$ cat src/rtl/core/sfcp_pkg.sv
// Shared constants and types for the servo frame checksum parser.
`timescale 1ns / 1ps
`default_nettype none

package sfcp_pkg;

  localparam int CHANNELS = 14;

  localparam int BYTE_W  = 8;
  localparam int VALUE_W = 16;
  localparam int SUM_W   = 16;
  localparam int POS_W   = 6;
  localparam int CH_IDX_W = 4;
  localparam int STORE_IDX_W = (CHANNELS > 1) ? $clog2(CHANNELS) : 1;

  localparam logic [POS_W-1:0] FIRST_CH_POS   = POS_W'(2);
  localparam logic [POS_W-1:0] CSUM_LOW_POS   = POS_W'(30);
  localparam logic [POS_W-1:0] FRAME_LAST_POS = POS_W'(31);
  localparam logic [SUM_W-1:0] SUM_MAX        = 16'hFFFF;

  localparam logic [BYTE_W-1:0] HEADER_FIRST_RESET  = 8'd32;
  localparam logic [BYTE_W-1:0] HEADER_SECOND_RESET = 8'd64;

  localparam int CFG_IDX_W  = 1;
  localparam int CFG_DATA_W = BYTE_W;

  typedef enum logic [CFG_IDX_W-1:0] {
    REG_HEADER_FIRST  = 1'b0,
    REG_HEADER_SECOND = 1'b1
  } cfg_reg_t;

  // Controller to datapath: load the output register.
  typedef struct packed {
    logic                load;
    logic                ok;
    logic [CH_IDX_W-1:0] idx;
    logic                last;
  } ctrl_cmd_t;

  // Datapath to controller.
  typedef struct packed {
    logic frame_end;   // accepted word closes a frame
    logic frame_good;  // header and checksum matched for that word
    logic at_end_pos;  // next in-frame word would be the final one
  } dp_status_t;

endpackage

`default_nettype wire

$ cat src/rtl/core/servo_frame_checksum_parser.sv
// Top level of the servo frame checksum parser.
//
//  channel | handshake           | word contents
//  --------+---------------------+-------------------------------------------------
//  in      | in_valid / in_stall | rx_byte, frame_start
//  out     | out_valid/out_stall | frame_ok, channel_index, channel_value,
//          |                     | last_of_frame
//  cfg     | cfg_write           | cfg_index (0 first header, 1 second), cfg_data
//
// At most one input word per cycle; bytes 0..30 of a frame give no result.
// The final byte loads the first result; a good frame sends the other
// CHANNELS-1 one per cycle from the store while out_stall is low; the input stalls meanwhile.
// A rejected frame gives one result. The output register lets later bytes in
// while a result waits; only a word at the final position waits for the slot.
// Synchronous reset: header values to 32 and 64, no frame open, output empty.
`timescale 1ns / 1ps
`default_nettype none

module servo_frame_checksum_parser (
  input  wire logic                             clk,
  input  wire logic                             rst,
  input  wire logic                             cfg_write,
  input  wire logic [sfcp_pkg::CFG_IDX_W-1:0]   cfg_index,
  input  wire logic [sfcp_pkg::CFG_DATA_W-1:0]  cfg_data,
  input  wire logic                             in_valid,
  output logic                                  in_stall,
  input  wire logic [sfcp_pkg::BYTE_W-1:0]      rx_byte,
  input  wire logic                             frame_start,
  output logic                                  out_valid,
  input  wire logic                             out_stall,
  output logic                                  frame_ok,
  output logic [sfcp_pkg::CH_IDX_W-1:0]         channel_index,
  output logic [sfcp_pkg::VALUE_W-1:0]          channel_value,
  output logic                                  last_of_frame
);

  sfcp_pkg::ctrl_cmd_t  cmd;
  sfcp_pkg::dp_status_t status;
  logic                 in_accept;

  // A word is taken whenever the controller is not holding the input off.
  assign in_accept = in_valid && !in_stall;

  sfcp_datapath u_datapath (
    .clk           (clk),
    .rst           (rst),
    .cfg_write     (cfg_write),
    .cfg_index     (cfg_index),
    .cfg_data      (cfg_data),
    .in_accept     (in_accept),
    .rx_byte       (rx_byte),
    .frame_start   (frame_start),
    .cmd           (cmd),
    .status        (status),
    .frame_ok      (frame_ok),
    .channel_index (channel_index),
    .channel_value (channel_value),
    .last_of_frame (last_of_frame)
  );

  sfcp_controller u_controller (
    .clk       (clk),
    .rst       (rst),
    .status    (status),
    .out_stall (out_stall),
    .out_valid (out_valid),
    .in_stall  (in_stall),
    .cmd       (cmd)
  );

endmodule

`default_nettype wire

$ cat src/rtl/core/sfcp_datapath.sv
// Datapath: byte position, running sum, header check, channel store, output register.
`timescale 1ns / 1ps
`default_nettype none

module sfcp_datapath (
  input  wire logic                               clk,
  input  wire logic                               rst,
  input  wire logic                               cfg_write,
  input  wire logic [sfcp_pkg::CFG_IDX_W-1:0]     cfg_index,
  input  wire logic [sfcp_pkg::CFG_DATA_W-1:0]    cfg_data,
  input  wire logic                               in_accept,
  input  wire logic [sfcp_pkg::BYTE_W-1:0]        rx_byte,
  input  wire logic                               frame_start,
  input  wire sfcp_pkg::ctrl_cmd_t                cmd,
  output sfcp_pkg::dp_status_t                    status,
  output logic                                    frame_ok,
  output logic [sfcp_pkg::CH_IDX_W-1:0]           channel_index,
  output logic [sfcp_pkg::VALUE_W-1:0]            channel_value,
  output logic                                    last_of_frame
);

  logic [sfcp_pkg::BYTE_W-1:0]  header_first;
  logic [sfcp_pkg::BYTE_W-1:0]  header_second;
  logic [sfcp_pkg::POS_W-1:0]   pos;
  logic                         in_frame;
  logic [sfcp_pkg::SUM_W-1:0]   running_sum;
  logic                         header_matched;
  logic [sfcp_pkg::BYTE_W-1:0]  low_hold;
  logic [sfcp_pkg::VALUE_W-1:0] store [sfcp_pkg::CHANNELS];

  logic [sfcp_pkg::POS_W-1:0]   pos_eff;
  logic                         active;
  logic [sfcp_pkg::SUM_W-1:0]   sum_add;
  logic [sfcp_pkg::VALUE_W-1:0] csum;
  logic [sfcp_pkg::SUM_W-1:0]   expect_sum;
  logic [sfcp_pkg::POS_W-1:0]   ch_num;
  logic                         store_we;

  always_comb begin
    pos_eff    = frame_start ? '0 : pos;
    active     = in_accept && (frame_start || in_frame);
    sum_add    = running_sum + sfcp_pkg::SUM_W'(rx_byte);
    csum       = {rx_byte, low_hold};
    expect_sum = sfcp_pkg::SUM_MAX - running_sum;
    ch_num     = (pos_eff - sfcp_pkg::POS_W'(3)) >> 1;
    store_we   = active && pos_eff[0] && (pos_eff > sfcp_pkg::FIRST_CH_POS)
                 && (pos_eff < sfcp_pkg::CSUM_LOW_POS)
                 && (ch_num < sfcp_pkg::POS_W'(sfcp_pkg::CHANNELS));
    status.frame_end  = active && (pos_eff == sfcp_pkg::FRAME_LAST_POS);
    status.frame_good = header_matched && (csum == expect_sum);
    status.at_end_pos = in_frame && (pos == sfcp_pkg::FRAME_LAST_POS);
  end

  always_ff @(posedge clk) begin
    if (rst) begin
      header_first  <= sfcp_pkg::HEADER_FIRST_RESET;
      header_second <= sfcp_pkg::HEADER_SECOND_RESET;
    end else if (cfg_write) begin
      unique case (cfg_index)
        sfcp_pkg::REG_HEADER_FIRST:  header_first  <= cfg_data;
        sfcp_pkg::REG_HEADER_SECOND: header_second <= cfg_data;
        default: ;
      endcase
    end
  end

  always_ff @(posedge clk) begin
    if (rst) begin
      pos            <= '0;
      in_frame       <= 1'b0;
      running_sum    <= '0;
      header_matched <= 1'b0;
      low_hold       <= '0;
    end else if (active) begin
      if (status.frame_end) begin
        in_frame <= 1'b0;
        pos      <= '0;
      end else begin
        in_frame <= 1'b1;
        pos      <= pos_eff + sfcp_pkg::POS_W'(1);
      end
      if (pos_eff == '0) begin
        header_matched <= (rx_byte == header_first);
        running_sum    <= sfcp_pkg::SUM_W'(rx_byte);
      end else if (pos_eff == sfcp_pkg::POS_W'(1)) begin
        header_matched <= header_matched && (rx_byte == header_second);
        running_sum    <= sum_add;
      end else if (pos_eff < sfcp_pkg::CSUM_LOW_POS) begin
        running_sum <= sum_add;
        if (!pos_eff[0]) begin
          low_hold <= rx_byte;
        end
      end else if (pos_eff == sfcp_pkg::CSUM_LOW_POS) begin
        low_hold <= rx_byte;
      end
    end
  end

  // Channel store: written once per channel pair, read by the emit index.
  always_ff @(posedge clk) begin
    if (store_we) begin
      store[ch_num[sfcp_pkg::STORE_IDX_W-1:0]] <= {rx_byte, low_hold};
    end
  end

  always_ff @(posedge clk) begin
    if (cmd.load) begin
      frame_ok      <= cmd.ok;
      channel_index <= cmd.ok ? cmd.idx : '0;
      channel_value <= cmd.ok ? store[cmd.idx[sfcp_pkg::STORE_IDX_W-1:0]] : '0;
      last_of_frame <= cmd.last;
    end
  end

endmodule

`default_nettype wire

$ cat src/rtl/core/sfcp_controller.sv
// Controller: result sequencing, output valid and input stall.
`timescale 1ns / 1ps
`default_nettype none

module sfcp_controller (
  input  wire logic                 clk,
  input  wire logic                 rst,
  input  wire sfcp_pkg::dp_status_t status,
  input  wire logic                 out_stall,
  output logic                      out_valid,
  output logic                      in_stall,
  output sfcp_pkg::ctrl_cmd_t       cmd
);

  typedef enum logic {
    ST_RUN,
    ST_EMIT
  } state_t;

  state_t                        state;
  state_t                        state_next;
  logic [sfcp_pkg::CH_IDX_W-1:0] idx;
  logic [sfcp_pkg::CH_IDX_W-1:0] idx_next;
  logic                          out_valid_next;
  logic                          slot_free;
  logic                          idx_last;

  always_comb begin
    slot_free      = !out_valid || !out_stall;
    idx_last       = (idx == sfcp_pkg::CH_IDX_W'(sfcp_pkg::CHANNELS - 1));
    in_stall       = (state == ST_EMIT) || (out_valid && out_stall && status.at_end_pos);
    state_next     = state;
    idx_next       = idx;
    out_valid_next = out_valid && out_stall;
    cmd            = '0;
    unique case (state)
      ST_RUN: begin
        if (status.frame_end) begin
          cmd.load       = 1'b1;
          cmd.ok         = status.frame_good;
          cmd.idx        = '0;
          cmd.last       = !status.frame_good || (sfcp_pkg::CHANNELS == 1);
          out_valid_next = 1'b1;
          if (status.frame_good && (sfcp_pkg::CHANNELS > 1)) begin
            state_next = ST_EMIT;
            idx_next   = sfcp_pkg::CH_IDX_W'(1);
          end
        end
      end
      ST_EMIT: begin
        if (slot_free) begin
          cmd.load       = 1'b1;
          cmd.ok         = 1'b1;
          cmd.idx        = idx;
          cmd.last       = idx_last;
          out_valid_next = 1'b1;
          if (idx_last) begin
            state_next = ST_RUN;
          end else begin
            idx_next = idx + sfcp_pkg::CH_IDX_W'(1);
          end
        end
      end
      default: state_next = ST_RUN;
    endcase
  end

  always_ff @(posedge clk) begin
    if (rst) begin
      state     <= ST_RUN;
      idx       <= '0;
      out_valid <= 1'b0;
    end else begin
      state     <= state_next;
      idx       <= idx_next;
      out_valid <= out_valid_next;
    end
  end

endmodule

`default_nettype wire

$ cat config.mk
export PLATFORM = sky130hd
export DESIGN_NAME = servo_frame_checksum_parser
export DESIGN_NICKNAME = d
export VERILOG_FILES = /design/src/rtl/core/sfcp_pkg.sv /design/src/rtl/core/servo_frame_checksum_parser.sv /design/src/rtl/core/sfcp_datapath.sv /design/src/rtl/core/sfcp_controller.sv
export SDC_FILE = /design/constraint.sdc
export NUM_CORES = 1
export LEC_CHECK = 0
export BUFFER_PORTS_ARGS = -buffer_cell sky130_fd_sc_hd__buf_4
export CAP_MARGIN = 20
export CORE_UTILIZATION = 36
export CTS_CLUSTER_DIAMETER = 50
export CTS_CLUSTER_SIZE = 24
export DETAILED_ROUTE_END_ITERATION = 12
export GPL_TIMING_DRIVEN = 1
export HOLD_SLACK_MARGIN = 0.05
export PLACE_DENSITY = 0.64
export SLEW_MARGIN = 25
export SYNTH_ARGS = -nofsm -noshare
export SYNTH_HDL_FRONTEND = slang
export SYNTH_SLANG_ARGS = --single-unit
export TNS_END_PERCENT = 100
$ cat constraint.sdc
create_clock -name clk -period 2.78 [get_ports clk]
set_input_delay 0.139 -clock clk [delete_from_list [all_inputs] [get_ports clk]]
set_output_delay 0.139 -clock clk [all_outputs]
set_load 0.05 [all_outputs]
==> results by group, run 1 <==
Outcome
  – Run status: finished clean

Synth
  – Yosys top cell by area: edfxtp_1
  – Synth warn: 0
  – Post-synth ARST share: 0
  – Syn Inst Count: 911
  – Post-synth cell types: 60
  – EDFF count, synth: 246
  – Post-synthesis sequential area ratio: 0.6675
  – Seq cells post-synth: 300
  – Mean Syn Cell Area: 13.93 sq um
  – Synth top area share: 0.5822
  – Synthesized cell area: 0.01269 sq mm
  – Synth top area cells: edfxtp_1 58%, dfxtp_1 8.5%, mux4_2 5.7%
  – Post-synth net total: 949
  – Ys flop type: edfxtp_1

Clock network
  – Clock Path Buffers: 3
  – TritonCTS clock tree: built
  – Clock sinks: 300
  – H-tree levels: 1
  – CTS Buf Count: 29
  – Worst-path clk slew: 80 ps
  – Clk Latency, worst-skew pair: 560 ps
  – Cell chosen for the clock root: clkbuf_16

Floorplan
  – Core area: 0.03463 sq mm
  – Die height: 189.7 um
  – Row Count: 68
  – Initial core utilization: 0.3664
  – Ports: 47
  – Chip Width: 189.7 um
  – Die area: 0.03600 sq mm

Setup path
  – CP Max Fanout: 12
  – Crit start category: flip-flop
  – Worst EP required: 3090 ps
  – Critical setup path kind: flip-flop to flip-flop
  – Worst r2r src: u_datapath.pos[3]
  – Worst Reg2Reg Path Length in Cells: 9
  – Worst EP arrival: 2880 ps
  – R2R Setup Slk: 210 ps
  – CP endpoint kind: flip-flop
  – Reg-to-reg endpoint: u_datapath.store[5][14]

Timing
  – Slew Limit Fails: 0
  – Setup violations, final: 0
  – Setup_tns: 0 ps
  – Minimum clock period: 2573 ps
  – Period utilization: 0.9254
  – Slew HR: 0.5652
  – Achievable Freq: 388.7 MHz
  – PnR worst setup slack: 207.4 ps
  – Worst Tran Pin Value: 646.2 ps
  – Skew final: 29.89 ps
  – Final hold vios: 0
  – Unrepaired setup endpoints after global routing: false

Drt
  – Remaining antenna violation count after routing: 0
  – Remaining DRCs: 0
  – Average wire per standard cell: 19.93 um
  – Drt first pass iters: 5
  – Via count: 7893
  – DRT iter0 DRCs: 645
  – Final WL: 29770 um
  – Vias per cell: 5.283

Cells and area
  – Fraction of layout cells with a size suffix above 1: 0.2002
  – Most common cell after layout, fill and taps aside: edfxtp_1
  – Diodes inserted: 0
  – Most frequent cells in the layout: 246 x edfxtp_1, 93 x nand2_1, 91 x buf_4
  – Area growth, synth to finish: 20.16%
  – Final Core Density: 0.4402
  – Post-layout nets: 1054
  – Fillcell total: 3024

GRT
  – Initial antenna violation count: 0
  – First-pass GRT wire length: 45870 um
  – Overall global routing resource usage: 0.1668
  – Largest net degree at the start of global routing: 60
  – Met2 GRT Util: 0.2873
  – Most Crowded Layer GR: met2
  – Total gr overflow: 0
  – Number of global-route vias before repair: 7849
  – Routing usage on met3: 0.01679
  – Met1 usage in global routing: 0.2253

Hold path
  – WHS Endpoint: u_datapath.store[13][10]
  – HP Class: input port to flip-flop
  – Worst min-delay path startpoint: rx_byte[2]
  – Min-Delay Path Depth: 2

Place
  – GP Congestion: 0.8152
  – DP Worst Slack: 176.8 ps
  – Post-DP HPWL: 19460 um
  – PortBufs: 46

Power and ir drop
  – Peak VDD IR: 0.4699 mV
  – Pwr Density: 616.4 mW/mm^2
  – Leakage power: 4.909 nW

Flow run
  – Maximum capacitance violations: 0
-- flip-flops by register name (all words and copies together) (netlist names), 4 cells and up --
signal and flops:
u_datapath.header_second 8, u_datapath.channel_index 4, u_datapath.running_sum 16, u_datapath.store 224, u_datapath.channel_value 16, u_datapath.low_hold 8, u_datapath.pos 6, u_datapath.header_first 8
u_controller.idx 4
-- repair_timing --
| action | in CTS | in global routing |
|---|---|---|
| buffers inserted | 0 | 0 |
| hold endpoints to repair | 48 | 0 |
| gates resized for setup | 0 | 2 |
| endpoints found under the setup margin | 0 | 2 |
| hold buffers | 28 | 0 |
-- stage by stage --
stage / hold slack [ps] / cell area, sq um / std cells / power (mW)
finish: 85.36 / 15240 / 1494 / 9.396
floorplan: 237.9 / 12690 / 911 / 5.157
global placement: 373.7 / 13920 / 1412 / 5.282
global route: 62.86 / 15240 / 1494 / 9.681
detailed placement: 381.4 / 13920 / 1412 / 5.288
CTS: 66.57 / 15230 / 1494 / 9.468
-- cells by family after synthesis --
logic type               synth area share
AO/OA/AOI/OAI                     0.08422
XOR/XNOR                          0.02761
adder cells (fa/ha/maj)           0.01538
buffers and inverters             0.02712
flip-flops                         0.6675
multiplexers                      0.07653
AND/OR/NAND/NOR                    0.1017
-- report_power, final --
part,leakage [nW],internal [mW],switching [mW]
Combinational,1.99,0.145,0.202
Sequential,2.41,4.85,0.0248
Clock,0.510,2.26,1.92
-- worst max-delay path by stage --
stage	slack (ps)	startpoint	cells after the start	end
2_1_floorplan	2	u_datapath.pos[1]	9	u_datapath.store[10][0]
3_3_place_gp	300	u_datapath.pos[0]	10	u_datapath.channel_value[10]
4_1_cts	210	u_datapath.pos[3]	7	u_datapath.running_sum[15]
3_5_place_dp	180	u_datapath.pos[0]	10	u_datapath.channel_value[3]
6_report	210	u_datapath.pos[3]	9	u_datapath.store[5][14]
5_1_grt	20	u_datapath.pos[1]	10	u_controller.idx[2]
-- final cells by class --
type                    count  area [sq um]  share of cell area
flip-flops and latches    300          8468              0.5555
multi-input cells         538          3891              0.2553
repair buffers            132          1224             0.08027
clock buffers              30         739.5             0.04851
well taps                 455         569.3             0.03734
clock inverters            24         296.5             0.01945
inverters                  15         56.30            0.003693
-- Yosys cell counts (8+ instances only) --
library cell,n
edfxtp_1,246
inv_1,14
nand2b_1,9
mux2i_1,25
a311oi_1,24
a211oi_1,35
dfxtp_1,54
nor3_1,29
buf_4,9
xnor2_1,27
and3_1,18
nand2_1,95
o21ai_0,33
a21oi_1,53
xor2_1,13
nand3_1,15
mux4_2,32
nor4_1,8
nor2_1,45
clkbuf_1,29
ha_1,14
buf_2,14
-- routing by layer --
| metal | share of wire | up-vias | wire length [um] |
|---|---|---|---|
| met1 | 0.43 | 3970 | 12920 |
| li1 | - | 3681 | - |
| met3 | 0.049 | 33 | 1450 |
| met4 | 0.016 | 0 | 469 |
| met2 | 0.50 | 209 | 14930 |
| met5 | 0 | - | 0 |
-- worst max-delay path, stage by stage (launching register included) --
cell and delay [ps]:
dfxtp_1 560, nand3b_1 160, nor4_1 610, nor2_1 150
nand2_1 200, nor4_1 80, buf_4 150, nand2_1 140
nor2_1 100, buf_4 190
Note: power is estimated with default switching activity, not from simulation.
==> run 2, diff against run 1 <==
--- a/config.mk
+++ b/config.mk
@@ -13,7 +13,7 @@
 export DETAILED_ROUTE_END_ITERATION = 12
 export GPL_TIMING_DRIVEN = 1
 export HOLD_SLACK_MARGIN = 0.05
-export PLACE_DENSITY = 0.64
+export PLACE_DENSITY_LB_ADDON = 0.1
 export SLEW_MARGIN = 25
 export SYNTH_ARGS = -nofsm -noshare
 export SYNTH_HDL_FRONTEND = slang
==> results by group, run 2 (synthesis results as in run 1) <==
Outcome
  – Run status: finished clean

Setup path
  – Most frequent CP cell: buf_4
  – Crit start category: flip-flop
  – Buf/Inv on CP: 3
  – Critical path's top delay family: simple AND/OR/NAND/NOR gates
  – Slowest cell on the critical path: dfxtp_1
  – CP endpoint kind: flip-flop
  – Worst EP required: 3040 ps
  – Worst Reg2Reg Path Length in Cells: 9
  – Worst EP arrival: 2850 ps
  – Crit path largest cell delay: 320 ps
  – CP Max Fanout: 32
  – Cell count along the critical path: 9
  – Critical Path, Cell by Cell: nand2_1 -> and2_1 -> buf_4 -> nand2_2 -> buf_12 -> buf_4 -> mux4_2 -> a211oi_1 -> nor3_1
  – Critical setup path kind: flip-flop to flip-flop

Clock network
  – Cell chosen for the clock root: clkbuf_16
  – Clock Path Buffers: 3
  – Clk Latency, worst-skew pair: 510 ps
  – CTS Buf Count: 36
  – Clock sinks: 300
  – Worst-path clk slew: 60 ps
  – H-tree levels: 2
  – TritonCTS clock tree: built

Timing
  – Worst Tran Pin Value: 667.7 ps
  – Period utilization: 0.9325
  – PnR worst setup slack: 187.8 ps
  – Setup violations, final: 0
  – Slew Limit Fails: 0
  – Slew HR: 0.5544
  – Setup_tns: 0 ps
  – Achievable Freq: 385.8 MHz
  – Final hold vios: 0
  – Skew final: 14.77 ps
  – Unrepaired setup endpoints after global routing: false
  – Minimum clock period: 2592 ps

Cells and area
  – Final instance area: 0.01549 sq mm
  – Max reg flops: 224
  – Fraction of layout cells with a size suffix above 1: 0.2299
  – Most frequent cells in the layout: 246 x edfxtp_1, 115 x buf_4, 93 x nand2_1
  – Area growth, synth to finish: 22.12%
  – Post-layout nets: 1069
  – Most common cell after layout, fill and taps aside: edfxtp_1
  – Final std cells w/o fill: 1513

Drt
  – Average wire per standard cell: 21.09 um
  – Via count: 7800
  – Final WL: 31910 um
  – Remaining DRCs: 0
  – DRT iter0 DRCs: 468
  – Drt first pass iters: 5
  – Vias per cell: 5.155
  – Remaining antenna violation count after routing: 0

Place
  – Placed standard-cell area: 0.01408 sq mm
  – Post-DP HPWL: 21640 um
  – GP Congestion: 0.8030
  – DP Worst Slack: -26.98 ps
  – Cells after DPL: 1434
  – PortBufs: 46

GRT
  – Largest net degree at the start of global routing: 48
  – Number of global-route vias before repair: 8006
  – Total gr overflow: 0
  – First-pass GRT wire length: 49070 um
  – Overall global routing resource usage: 0.1827
  – Initial antenna violation count: 1

Power and ir drop
  – Peak VDD IR: 0.4335 mV
  – Total power: 10.14 mW
  – Pwr Density: 654.4 mW/mm^2
  – Leakage power: 5.057 nW

Flow run
  – Maximum capacitance violations: 0

Floorplan
  – Die area: 0.03600 sq mm
  – Row Count: 68
  – Chip Width: 189.7 um
  – Initial core utilization: 0.3664
  – Ports: 47
  – Die height: 189.7 um
  – Core area: 0.03463 sq mm

Hold path
  – Min-Delay Path Depth: 1
  – HP Class: input port to flip-flop
## run 2: layout make-up
cell class	count	area [sq um]
fillers	3132	19130
flip-flops and latches	300	8468
multi-input cells	538	3919
repair buffers	140	1224
clock buffers	40	937.1
well taps	455	569.3
clock inverters	24	317.8
inverters	15	56.30
diodes	1	2.502
## run 2: routing by layer
layer / global-route usage / share of wire / up-vias
li1: - / - / 3718
met4: 0.04622 / 0.019 / 0
met3: 0.02435 / 0.032 / 46
met1: 0.2398 / 0.44 / 3901
met5: 0 / 0 / -
met2: 0.3180 / 0.50 / 135
## run 2: worst register-to-register path, stage by stage, from the launching register on
cell and delay, ps:
dfxtp_1 320, nand2_1 140, and2_1 280, buf_4 220, nand2_2 240, buf_12 240, buf_4 240, mux4_2 310
a211oi_1 280, nor3_1 80
## run 2: through the flow
| stage | utilization | hold slack (ps) |
|---|---|---|
| floorplan | - | 237.9 |
| global placement | 0.4066 | 377.3 |
| detailed placement | 0.4066 | 383.1 |
| CTS | 0.4472 | 53.60 |
| global route | 0.4474 | 58.31 |
| finish | 0.4474 | 67.53 |
## run 2: power by group
group / internal [mW] / switching, mW
clock network: 3.03 / 1.88
registers: 4.85 / 0.0228
logic: 0.139 / 0.209
total: 8.02 / 2.12
## run 2: final timing paths
path,start,to,slack (ps)
hold / removal,rx_byte[3],u_datapath.store[10][11],70
hold reg to reg,u_datapath.header_first[2],u_datapath.header_first[2],470
setup / recovery,u_controller.out_valid,u_datapath.channel_value[2],190
setup reg to reg,u_controller.out_valid,u_datapath.channel_value[2],190
## run 2: repair_timing
item,in CTS,in global routing
gates cloned,0,0
resized for setup,2,1
hold buffers,14,0
endpoints found under the setup margin,16,10
endpoints found under the hold margin,35,0
pin swaps,0,0
buffers inserted,0,0
==> run 3, diff against run 2 <==
--- a/config.mk
+++ b/config.mk
@@ -7,13 +7,14 @@
 export LEC_CHECK = 0
 export BUFFER_PORTS_ARGS = -buffer_cell sky130_fd_sc_hd__buf_4
 export CAP_MARGIN = 20
-export CORE_UTILIZATION = 36
+export CORE_UTILIZATION = 43
 export CTS_CLUSTER_DIAMETER = 50
 export CTS_CLUSTER_SIZE = 24
 export DETAILED_ROUTE_END_ITERATION = 12
 export GPL_TIMING_DRIVEN = 1
 export HOLD_SLACK_MARGIN = 0.05
 export PLACE_DENSITY_LB_ADDON = 0.1
+export REMOVE_ABC_BUFFERS = 1
 export SLEW_MARGIN = 25
 export SYNTH_ARGS = -nofsm -noshare
 export SYNTH_HDL_FRONTEND = slang
==> results by group, run 3 (synthesis results as in run 1) <==
Outcome
  – Run status: finished clean

Cells and area
  – Post-layout nets: 1043
  – Fillcell total: 2472
  – Most common cell after layout, fill and taps aside: edfxtp_1
  – Max reg flops: 224
  – Diodes inserted: 0
  – Area of the multi-input gates: 0.003915 sq mm
  – Fraction of layout cells with a size suffix above 1: 0.2066
  – Final Core Density: 0.5281
  – FF+latch area: 0.008468 sq mm
  – Most frequent cells in the layout: 246 x edfxtp_1, 93 x nand2_1, 78 x buf_4
  – Area growth, synth to finish: 20.11%

Place
  – Post-DP HPWL: 18270 um
  – GP Congestion: 0.8255
  – PortBufs: 46

Timing
  – Final hold vios: 0
  – Slew Limit Fails: 0
  – Setup violations, final: 0
  – Period utilization: 0.9725
  – Worst Tran Pin Value: 753.3 ps
  – Minimum clock period: 2703 ps
  – Slew HR: 0.4931
  – Skew final: 22.33 ps
  – Unrepaired setup endpoints after global routing: false
  – Achievable Freq: 369.9 MHz

Drt
  – Vias per cell: 5.433
  – Remaining DRCs: 0
  – Via count: 7687
  – Drt first pass iters: 6
  – DRT iter0 DRCs: 617
  – Final WL: 29240 um
  – Average wire per standard cell: 20.67 um
  – Remaining antenna violation count after routing: 0

Setup path
  – Worst EP required: 2990 ps
  – Reg-to-reg endpoint: u_datapath.store[9][14]
  – CP Max Fanout: 16
  – Worst r2r src: u_datapath.pos[1]
  – CP endpoint kind: flip-flop
  – Crit start category: flip-flop
  – Worst EP arrival: 2910 ps
  – Critical setup path kind: flip-flop to flip-flop
  – R2R Setup Slk: 80 ps
  – Worst Reg2Reg Path Length in Cells: 9
  – Crit path to: u_datapath.store[9][14]
  – Crit path from: u_datapath.pos[1]

Floorplan
  – Die height: 173.8 um
  – Ports: 47
  – Die area: 0.03020 sq mm
  – Core area: 0.02886 sq mm
  – Initial core utilization: 0.4396
  – Chip Width: 173.8 um
  – Row Count: 62

Clock network
  – Clk Latency, worst-skew pair: 510 ps
  – TritonCTS clock tree: built
  – CTS Buf Count: 34
  – Clock sinks: 300
  – Clock Path Buffers: 3
  – Cell chosen for the clock root: clkbuf_16
  – H-tree levels: 2
  – Worst-path clk slew: 60 ps

Power and ir drop
  – Comb power frac: 0.033
  – Pwr Density: 641.6 mW/mm^2
  – Peak VDD IR: 0.4732 mV
  – Total power: 9.777 mW
  – Net switching power figure: 2.123 mW
  – Int Power: 7.654 mW
  – Seq pwr share: 0.499
  – Sw Share: 0.2172
  – Leakage power: 4.907 nW
  – Clock power share: 0.468

GRT
  – Total gr overflow: 0
  – First-pass GRT wire length: 45260 um
  – Largest net degree at the start of global routing: 48
  – Overall global routing resource usage: 0.1960
  – Initial antenna violation count: 0
  – Number of global-route vias before repair: 7699

Hold path
  – HP Class: input port to flip-flop
  – Min-Delay Path Depth: 2
  – Worst min-delay path startpoint: rst

Flow run
  – Maximum capacitance violations: 0
-- run 3: changes by cell type in the layout (fill, tap and decap cells not counted), sizes merged --
cell | previous run | this run
buf | 126 | 96
dlygate4sd3 | 14 | 20
bufinv | 6 | 2
clkinvlp | 2 | 5
clkbuf | 40 | 38
diode | 1 | 0
inv | 21 | 22
-- run 3: area by class of cell --
class / instances / area share
clock buffers: 38 / 0.06101
clock inverters: 24 / 0.01593
inverters: 15 / 0.003695
multi-input cells: 538 / 0.2569
flip-flops and latches: 300 / 0.5557
well taps: 384 / 0.03153
repair buffers: 116 / 0.07521
-- run 3: stage by stage --
stage | instances | instance area (sq um) | setup slack, ps | hold slack, ps | TNS, ps
floorplan | 853 | 12400 | -1291 | 208.1 | -22500
global placement | 1333 | 13850 | 238.5 | 376.2 | 0
detailed placement | 1333 | 13850 | 187.6 | 378.7 | 0
CTS | 1415 | 15230 | 155.3 | 60.02 | 0
global route | 1415 | 15240 | 4.310 | 90.79 | 0
finish | 1415 | 15240 | 76.51 | 71.50 | 0
-- run 3: timing repair --
item	4_1_cts	5_1_grt
setup endpoints to repair	0	1
resized for setup	0	1
setup buffers	0	0
hold buffers	20	0
endpoints found under the hold margin	99	0
-- run 3: how the worst min path moves through the flow --
| stage | end | slack, ps |
|---|---|---|
| 6_report | u_controller.state | 70 |
| 5_1_grt | u_datapath.low_hold[4] | 90 |
| 4_1_cts | u_datapath.low_hold[4] | 60 |
| 3_5_place_dp | u_datapath.header_first[5] | 380 |
| 3_3_place_gp | u_datapath.header_first[5] | 380 |
| 2_1_floorplan | u_controller.idx[1] | 210 |
-- run 3: critical path, cell delays in order (launching register included) --
cell and delay [ps]:
dfxtp_1 400, nor2b_1 250, ha_1 220, mux2i_1 180
nand2_1 60, o21ai_0 130, nor4b_1 490, nand2_1 240
nor2_1 230, buf_12 190
-- run 3: power by group through the flow --
stage | clock network, mW | logic, mW | registers, mW
2_1_floorplan | 0 | 0.161 | 4.97
3_3_place_gp | 0 | 0.304 | 4.97
3_5_place_dp | 0 | 0.304 | 4.98
4_1_cts | 4.68 | 0.327 | 4.88
5_1_grt | 4.84 | 0.359 | 4.88
6_report | 4.57 | 0.326 | 4.88
-- run 3: per-layer routing --
metal | global-route usage | share of wire | up-vias
li1 | - | - | 3663
met1 | 0.2791 | 0.48 | 3802
met2 | 0.3135 | 0.46 | 183
met3 | 0.03004 | 0.042 | 39
met4 | 0.05263 | 0.017 | 0
met5 | 0 | 0 | -
